[config.mk]
export PLATFORM = sky130hd
export DESIGN_NAME = mesh_composition_model_scanner_core
export DESIGN_NICKNAME = d
export VERILOG_FILES = /design/src/rtl/core/mcms_pkg.sv /design/src/rtl/core/mesh_composition_model_scanner_core.sv
export SDC_FILE = /design/constraint.sdc
export NUM_CORES = 1
export LEC_CHECK = 0
export ABC_CLOCK_PERIOD_IN_PS = 5000
export BUFFER_PORTS_ARGS = -buffer_cell sky130_fd_sc_hd__buf_4
export CELL_PAD_IN_SITES_DETAIL_PLACEMENT = 0
export CELL_PAD_IN_SITES_GLOBAL_PLACEMENT = 1
export CORE_UTILIZATION = 50
export CTS_CLUSTER_SIZE = 20
export DETAILED_ROUTE_END_ITERATION = 7
export PLACE_DENSITY_LB_ADDON = 0.1
export REMOVE_ABC_BUFFERS = 1
export SETUP_SLACK_MARGIN = 0.1
export SYNTH_ARGS = -nofsm -noshare
export SYNTH_HDL_FRONTEND = slang
export SYNTH_SLANG_ARGS = --single-unit
[constraint.sdc]
create_clock -name clk_i -period 5 [get_ports clk_i]
set_clock_uncertainty 0.05 [all_clocks]
set_input_delay 0.75 -clock clk_i [delete_from_list [all_inputs] [get_ports clk_i]]
set_output_delay 0.75 -clock clk_i [all_outputs]
set_load 0.1 [all_outputs]
[src/rtl/core/mcms_pkg.sv]
`timescale 1ns / 1ps
`default_nettype none

package mcms_pkg;

  // parser phases within a composition data message
  typedef enum logic [2:0] {
    PH_HEADER   = 3'd0,
    PH_LOCATION = 3'd1,
    PH_SIGCNT   = 3'd2,
    PH_VENDCNT  = 3'd3,
    PH_MODEL_LO = 3'd4,
    PH_MODEL_HI = 3'd5,
    PH_VENDOR   = 3'd6
  } phase_e;

  localparam int unsigned SkipW    = 10;
  localparam int unsigned HeaderW  = 4;

  localparam logic [HeaderW-1:0] HeaderBytes    = 4'd10;
  localparam logic [SkipW-1:0]   LocationBytes  = 10'd2;
  localparam logic [15:0]        IdOnoff        = 16'h1000;
  localparam logic [15:0]        IdLevel        = 16'h1002;

endpackage

`default_nettype wire

[src/rtl/core/mesh_composition_model_scanner_core.sv]
`timescale 1ns / 1ps
`default_nettype none

// Composition data (page 0) model scanner.
// Input channel: one message byte per transfer (data_byte_i), with last_byte_i
// set on the final byte. Header, element locations and vendor models are
// skipped; each complete SIG model id is compared against generic on/off
// (0x1000) and generic level (0x1002).
// Output channel: one result transfer per message, taken from the final byte:
// onoff_found_o, level_found_o and too_short_o (fewer than ten bytes, with
// both found flags then cleared).
// Throughput is one byte per cycle: each byte is a single small state update
// in the parser registers. The result appears in the cycle after the final
// byte transfer, from the output register.
// While a result waits in the output register and the receiver stalls, the
// input channel stalls too; otherwise a new byte is taken in every cycle, also
// in the cycle in which a waiting result is taken.
// Reset clears the parser to the start of a message and empties the output
// register; after each final byte the parser returns to that same state.
module mesh_composition_model_scanner_core (
  input  wire logic       clk_i,
  input  wire logic       rst_ni,
  input  wire logic       in_valid_i,
  output logic            in_stall_o,
  input  wire logic [7:0] data_byte_i,
  input  wire logic       last_byte_i,
  output logic            out_valid_o,
  input  wire logic       out_stall_i,
  output logic            onoff_found_o,
  output logic            level_found_o,
  output logic            too_short_o
);

  localparam int unsigned SkipW   = mcms_pkg::SkipW;
  localparam int unsigned HeaderW = mcms_pkg::HeaderW;

  mcms_pkg::phase_e     phase_q, phase_d;
  logic [SkipW-1:0]     skip_count_q, skip_count_d;
  logic [7:0]           sig_left_q, sig_left_d;
  logic [7:0]           vendor_count_q, vendor_count_d;
  logic [7:0]           model_low_q, model_low_d;
  logic                 onoff_seen_q, onoff_seen_d;
  logic                 level_seen_q, level_seen_d;
  logic [HeaderW-1:0]   header_seen_q, header_seen_d;

  logic                 out_valid_q;
  logic                 onoff_found_q, level_found_q, too_short_q;
  logic                 res_onoff, res_level, res_short;

  logic                 in_xfer;
  logic                 out_free;

  // handshake: the output register frees up when empty or being taken
  assign out_free   = !out_valid_q || !out_stall_i;
  assign in_stall_o = !out_free;
  assign in_xfer    = in_valid_i && out_free;

  // parser next state for the byte on the input
  always_comb begin
    logic [SkipW-1:0] skip_dec;
    logic [15:0]      sig_id;
    logic             pick_next;

    phase_d        = phase_q;
    skip_count_d   = skip_count_q;
    sig_left_d     = sig_left_q;
    vendor_count_d = vendor_count_q;
    model_low_d    = model_low_q;
    onoff_seen_d   = onoff_seen_q;
    level_seen_d   = level_seen_q;
    header_seen_d  = header_seen_q;
    pick_next      = 1'b0;

    skip_dec = (skip_count_q != '0) ? skip_count_q - SkipW'(1) : skip_count_q;
    sig_id   = {data_byte_i, model_low_q};

    case (phase_q)
      mcms_pkg::PH_HEADER: begin
        header_seen_d = header_seen_q + HeaderW'(1);
        if (header_seen_d >= mcms_pkg::HeaderBytes) begin
          header_seen_d = mcms_pkg::HeaderBytes;
          phase_d       = mcms_pkg::PH_LOCATION;
          skip_count_d  = mcms_pkg::LocationBytes;
        end
      end
      mcms_pkg::PH_LOCATION: begin
        skip_count_d = skip_dec;
        if (skip_dec == '0) begin
          phase_d = mcms_pkg::PH_SIGCNT;
        end
      end
      mcms_pkg::PH_SIGCNT: begin
        sig_left_d = data_byte_i;
        phase_d    = mcms_pkg::PH_VENDCNT;
      end
      mcms_pkg::PH_VENDCNT: begin
        vendor_count_d = data_byte_i;
        pick_next      = 1'b1;
      end
      mcms_pkg::PH_MODEL_LO: begin
        model_low_d = data_byte_i;
        phase_d     = mcms_pkg::PH_MODEL_HI;
      end
      mcms_pkg::PH_MODEL_HI: begin
        if (sig_id == mcms_pkg::IdOnoff) begin
          onoff_seen_d = 1'b1;
        end else if (sig_id == mcms_pkg::IdLevel) begin
          level_seen_d = 1'b1;
        end
        if (sig_left_q != '0) begin
          sig_left_d = sig_left_q - 8'd1;
        end
        pick_next = 1'b1;
      end
      mcms_pkg::PH_VENDOR: begin
        skip_count_d = skip_dec;
        if (skip_dec == '0) begin
          phase_d      = mcms_pkg::PH_LOCATION;
          skip_count_d = mcms_pkg::LocationBytes;
        end
      end
      default: begin
        phase_d      = mcms_pkg::PH_LOCATION;
        skip_count_d = mcms_pkg::LocationBytes;
      end
    endcase

    // after the counts or a model id: models, vendor area or next element
    if (pick_next) begin
      if (sig_left_d != '0) begin
        phase_d = mcms_pkg::PH_MODEL_LO;
      end else if (vendor_count_d != '0) begin
        phase_d      = mcms_pkg::PH_VENDOR;
        skip_count_d = {vendor_count_d, 2'b00};
      end else begin
        phase_d      = mcms_pkg::PH_LOCATION;
        skip_count_d = mcms_pkg::LocationBytes;
      end
    end
  end

  // result of the final byte
  assign res_short = header_seen_d < mcms_pkg::HeaderBytes;
  assign res_onoff = !res_short && onoff_seen_d;
  assign res_level = !res_short && level_seen_d;

  // parser registers, back to the message start after the final byte
  always_ff @(posedge clk_i or negedge rst_ni) begin
    if (!rst_ni) begin
      phase_q        <= mcms_pkg::PH_HEADER;
      skip_count_q   <= '0;
      sig_left_q     <= '0;
      vendor_count_q <= '0;
      model_low_q    <= '0;
      onoff_seen_q   <= 1'b0;
      level_seen_q   <= 1'b0;
      header_seen_q  <= '0;
    end else if (in_xfer) begin
      if (last_byte_i) begin
        phase_q        <= mcms_pkg::PH_HEADER;
        skip_count_q   <= '0;
        sig_left_q     <= '0;
        vendor_count_q <= '0;
        model_low_q    <= '0;
        onoff_seen_q   <= 1'b0;
        level_seen_q   <= 1'b0;
        header_seen_q  <= '0;
      end else begin
        phase_q        <= phase_d;
        skip_count_q   <= skip_count_d;
        sig_left_q     <= sig_left_d;
        vendor_count_q <= vendor_count_d;
        model_low_q    <= model_low_d;
        onoff_seen_q   <= onoff_seen_d;
        level_seen_q   <= level_seen_d;
        header_seen_q  <= header_seen_d;
      end
    end
  end

  // output register valid
  always_ff @(posedge clk_i or negedge rst_ni) begin
    if (!rst_ni) begin
      out_valid_q <= 1'b0;
    end else if (out_free) begin
      out_valid_q <= in_xfer && last_byte_i;
    end
  end

  // output register payload
  always_ff @(posedge clk_i) begin
    if (in_xfer && last_byte_i) begin
      onoff_found_q <= res_onoff;
      level_found_q <= res_level;
      too_short_q   <= res_short;
    end
  end

  assign out_valid_o   = out_valid_q;
  assign onoff_found_o = onoff_found_q;
  assign level_found_o = level_found_q;
  assign too_short_o   = too_short_q;

  // checks on the parser and result logic
  a_short_clears_flags: assert property (@(posedge clk_i) disable iff (!rst_ni)
    out_valid_q && too_short_q |-> !onoff_found_q && !level_found_q)
    else $error("short message reported with a model flag");

  a_header_bounded: assert property (@(posedge clk_i) disable iff (!rst_ni)
    header_seen_q <= mcms_pkg::HeaderBytes)
    else $error("header byte count beyond ten");

  a_header_done: assert property (@(posedge clk_i) disable iff (!rst_ni)
    phase_q != mcms_pkg::PH_HEADER |-> header_seen_q == mcms_pkg::HeaderBytes)
    else $error("element parsing before the header is complete");

  a_final_gives_result: assert property (@(posedge clk_i) disable iff (!rst_ni)
    in_xfer && last_byte_i |=> out_valid_q)
    else $error("final byte transfer gave no result");

  a_location_skip: assert property (@(posedge clk_i) disable iff (!rst_ni)
    phase_q == mcms_pkg::PH_LOCATION |-> skip_count_q <= mcms_pkg::LocationBytes
      && skip_count_q != '0)
    else $error("location skip count out of range");

endmodule

`default_nettype wire
==> flow_summary.ini <==
[run_status]
status = completed

[pwr]
peakVddDrop_uv = 502.1
leakagePower_nw = 1.505
power_density_nw_per_um2 = 724.9

[critical_path]
reg2reg_from = sig_left_q[0]
r2r_cells = 10
critPathSlowestCell = or3b_2
crit_fanout = 8
cp_cell_sequence = inv_1 -> ha_1 -> or3b_2 -> nor2_1 -> nor3_1 -> nor4b_2 -> nand4_2 -> maj3_1 -> o21ai_2 -> o221ai_1
crit_required_ps = 5130
timing.rr.end = skip_count_q[8]
endpoint_kind = flop
rrSetupSlack_ps = 1530
worst_ep_arrival_time_ps = 3600
worstSetupStartpointType = flop
path_class = flop to flop
cp_slowest_stage_delay_ps = 540

[cells_and_area]
final_net_count = 394
area_delta_synth_final_pct = 7.973
finish.instance_area_um2 = 3440
diodes = 0
drive_gt1_frac = 0.1032
post_layout_nonfiller_instances = 453

[clock_tree]
insertion_delay_ps = 310
clockBufferDepth = 2
clkSinkCount = 47
htree_num_levels = 2
cts_tree = built
clk_pin_slew_worst_paths_ps = 100
cts_hold_buf = 0
root_buffer = clkbuf_8
cts_resized = 0
numCtsBuffers = 5
cts_setup_buffers = 0

[timing]
worst_hold_slack_ps = 373.2
maxSlewViolCount = 0
max_freq_mhz = 287.9
setup_tns_ps = 0
rsz0062_at_grt = no
fin_ws_ps = 1527
worst_pin_slew_ps = 755.0
hold_viol_final = 0
post-route-min-period_ps = 3473
fin_crit_sh = 0.6947
setup_violations = 0
maxSlewHeadroom = 0.4920

[routing]
wirelength_mm = 8.701
num_vias = 3031
post_drt_wl_per_cell_um = 19.21
first_pass_iters = 4
vias_per_cell = 6.691
drtIter0Drc = 199
drc = 0
drt.antenna.violating_nets = 0

[place]
place.gp.congestion = 0.8899
port_buffers = 17
pre_cts_ws_ps = 1598
dpl-instance-area_um2 = 3327
dp.cells = 445
dp_hpwl_mm = 6.117

[synth]
yosysWarnings = 0
synth_area_um2 = 3186
syn_inst = 372
async_flop_share = 0.9362
yosysTopAreaCellShare = 0.3456
ys_types = 69
synth_seq_area_share = 0.3739
synth_edf_count = 3
avgSynthCellArea_um2 = 8.563
synth_flop_cell = dfrtp_1
yosysTopAreaCell = dfrtp_1
synthTopCellsByArea = dfrtp_1, o21ai_0, a22o_1
synth-seq-cells = 47

[floorplanning]
die-area_um2 = 6695
ios = 18
core-area_um2 = 6026
fp.dieH_um = 81.82
fp-row-count = 28
die_x_um = 81.82
start_util = 0.5287

[global_route]
antenna_found_initial = 0
grt_max_degree = 45
grt_pass1_wl_mm = 13.86
grt_overflow = 0
grt_usage = 0.2740
grt_pass1_vias = 2694

[flow_run]
maxCapViolCount = 0

[min_path]
hold_class = input port to async pin
[power breakdown]
part	leakage, nW	internal (mW)	total (mW)	switching, mW
Clock	0.0581	0.149	0.293	0.144
Sequential	0.625	0.481	0.664	0.182
Combinational	0.822	0.596	1.54	0.941
[worst max-delay path, delay by kind of cell (launching register included)]
kind	cells	cell delay, ps
simple gates	5	1560
flops	1	450
fa+ha+maj	2	640
buf+inv	1	100
compound gates	2	530
[flip-flops by register name, summed over array words and instances, names as in the netlist]
| register | count |
|---|---|
| header_seen_q | 4 |
| level_found_o | 1 |
| level_seen_q | 1 |
| model_low_q | 8 |
| onoff_found_o | 1 |
| onoff_seen_q | 1 |
| out_valid_o | 1 |
| phase_q | 3 |
| sig_left_q | 8 |
| skip_count_q | 10 |
| too_short_o | 1 |
| vendor_count_q | 8 |
[Yosys cell counts (5+ instances only)]
| cell type | n |
|---|---|
| dfrtp_1 | 44 |
| nand2_1 | 31 |
| o21ai_0 | 31 |
| nor2_1 | 28 |
| a21oi_1 | 23 |
| nor3_1 | 21 |
| a22o_1 | 16 |
| inv_1 | 16 |
| clkbuf_1 | 15 |
| mux2i_1 | 12 |
| nand3_1 | 10 |
| o221ai_1 | 8 |
| a22oi_1 | 6 |
| nand4_1 | 5 |
| nor4_1 | 5 |
[routing by layer]
layer  global-route usage  up-vias  share of wire
met1               0.3942     1491           0.49
met2               0.4099       94           0.44
met3              0.04222       21          0.049
li1                     -     1425              -
met4               0.1053        0          0.026
met5                    0        -              0
[kinds of logic (layout without fill, tap and decap cells)]
| logic type | after synthesis | in the layout | synth area share |
|---|---|---|---|
| simple gates | 144 | 144 | 0.2494 |
| compound gates | 123 | 123 | 0.2608 |
| flops | 47 | 47 | 0.3739 |
| buf+inv | 37 | 43 | 0.04752 |
| mux | 12 | 12 | 0.03771 |
| fa+ha+maj | 6 | 6 | 0.02239 |
| xor+xnor | 3 | 3 | 0.008250 |
[cells in the final DEF, fill, tap and decap left out, drive strengths merged, types with 8 or more instances in the layout]
| cell type | n |
|---|---|
| a21oi | 23 |
| a22o | 17 |
| buf | 18 |
| dfrtp | 44 |
| inv | 16 |
| mux2i | 12 |
| nand2 | 31 |
| nand3 | 10 |
| nor2 | 28 |
| nor3 | 22 |
| o21ai | 34 |
| o221ai | 8 |
[worst max path at each step]
| stage | start | endpoint | slack, ps | cells after the start |
|---|---|---|---|---|
| 5_1_grt | sig_left_q[1] | skip_count_q[7] | 1350 | 10 |
| 3_3_place_gp | sig_left_q[0] | skip_count_q[8] | 1590 | 10 |
| 4_1_cts | sig_left_q[0] | skip_count_q[9] | 1580 | 10 |
| 2_1_floorplan | sig_left_q[0] | skip_count_q[8] | 2120 | 10 |
| 3_5_place_dp | sig_left_q[0] | skip_count_q[8] | 1600 | 10 |
| 6_report | sig_left_q[0] | skip_count_q[8] | 1530 | 10 |
[final cells by class]
type                       count  area, um^2
clock buffer                   5       68.82
clock inverter                 3       43.79
fill                         569        2586
inverter                      17       63.81
multi-input combinational    288        1843
sequential                    47        1191
tap                           75       93.84
timing repair buffer          18       135.1
[through the flow]
stage | total power [mW] | utilization
4_1_cts | 2.460 | 0.5708
3_3_place_gp | 2.157 | 0.5521
3_5_place_dp | 2.166 | 0.5521
2_1_floorplan | 1.796 | -
5_1_grt | 2.690 | 0.5708
6_report | 2.493 | 0.5708
(Power assumes the default switching activity.)
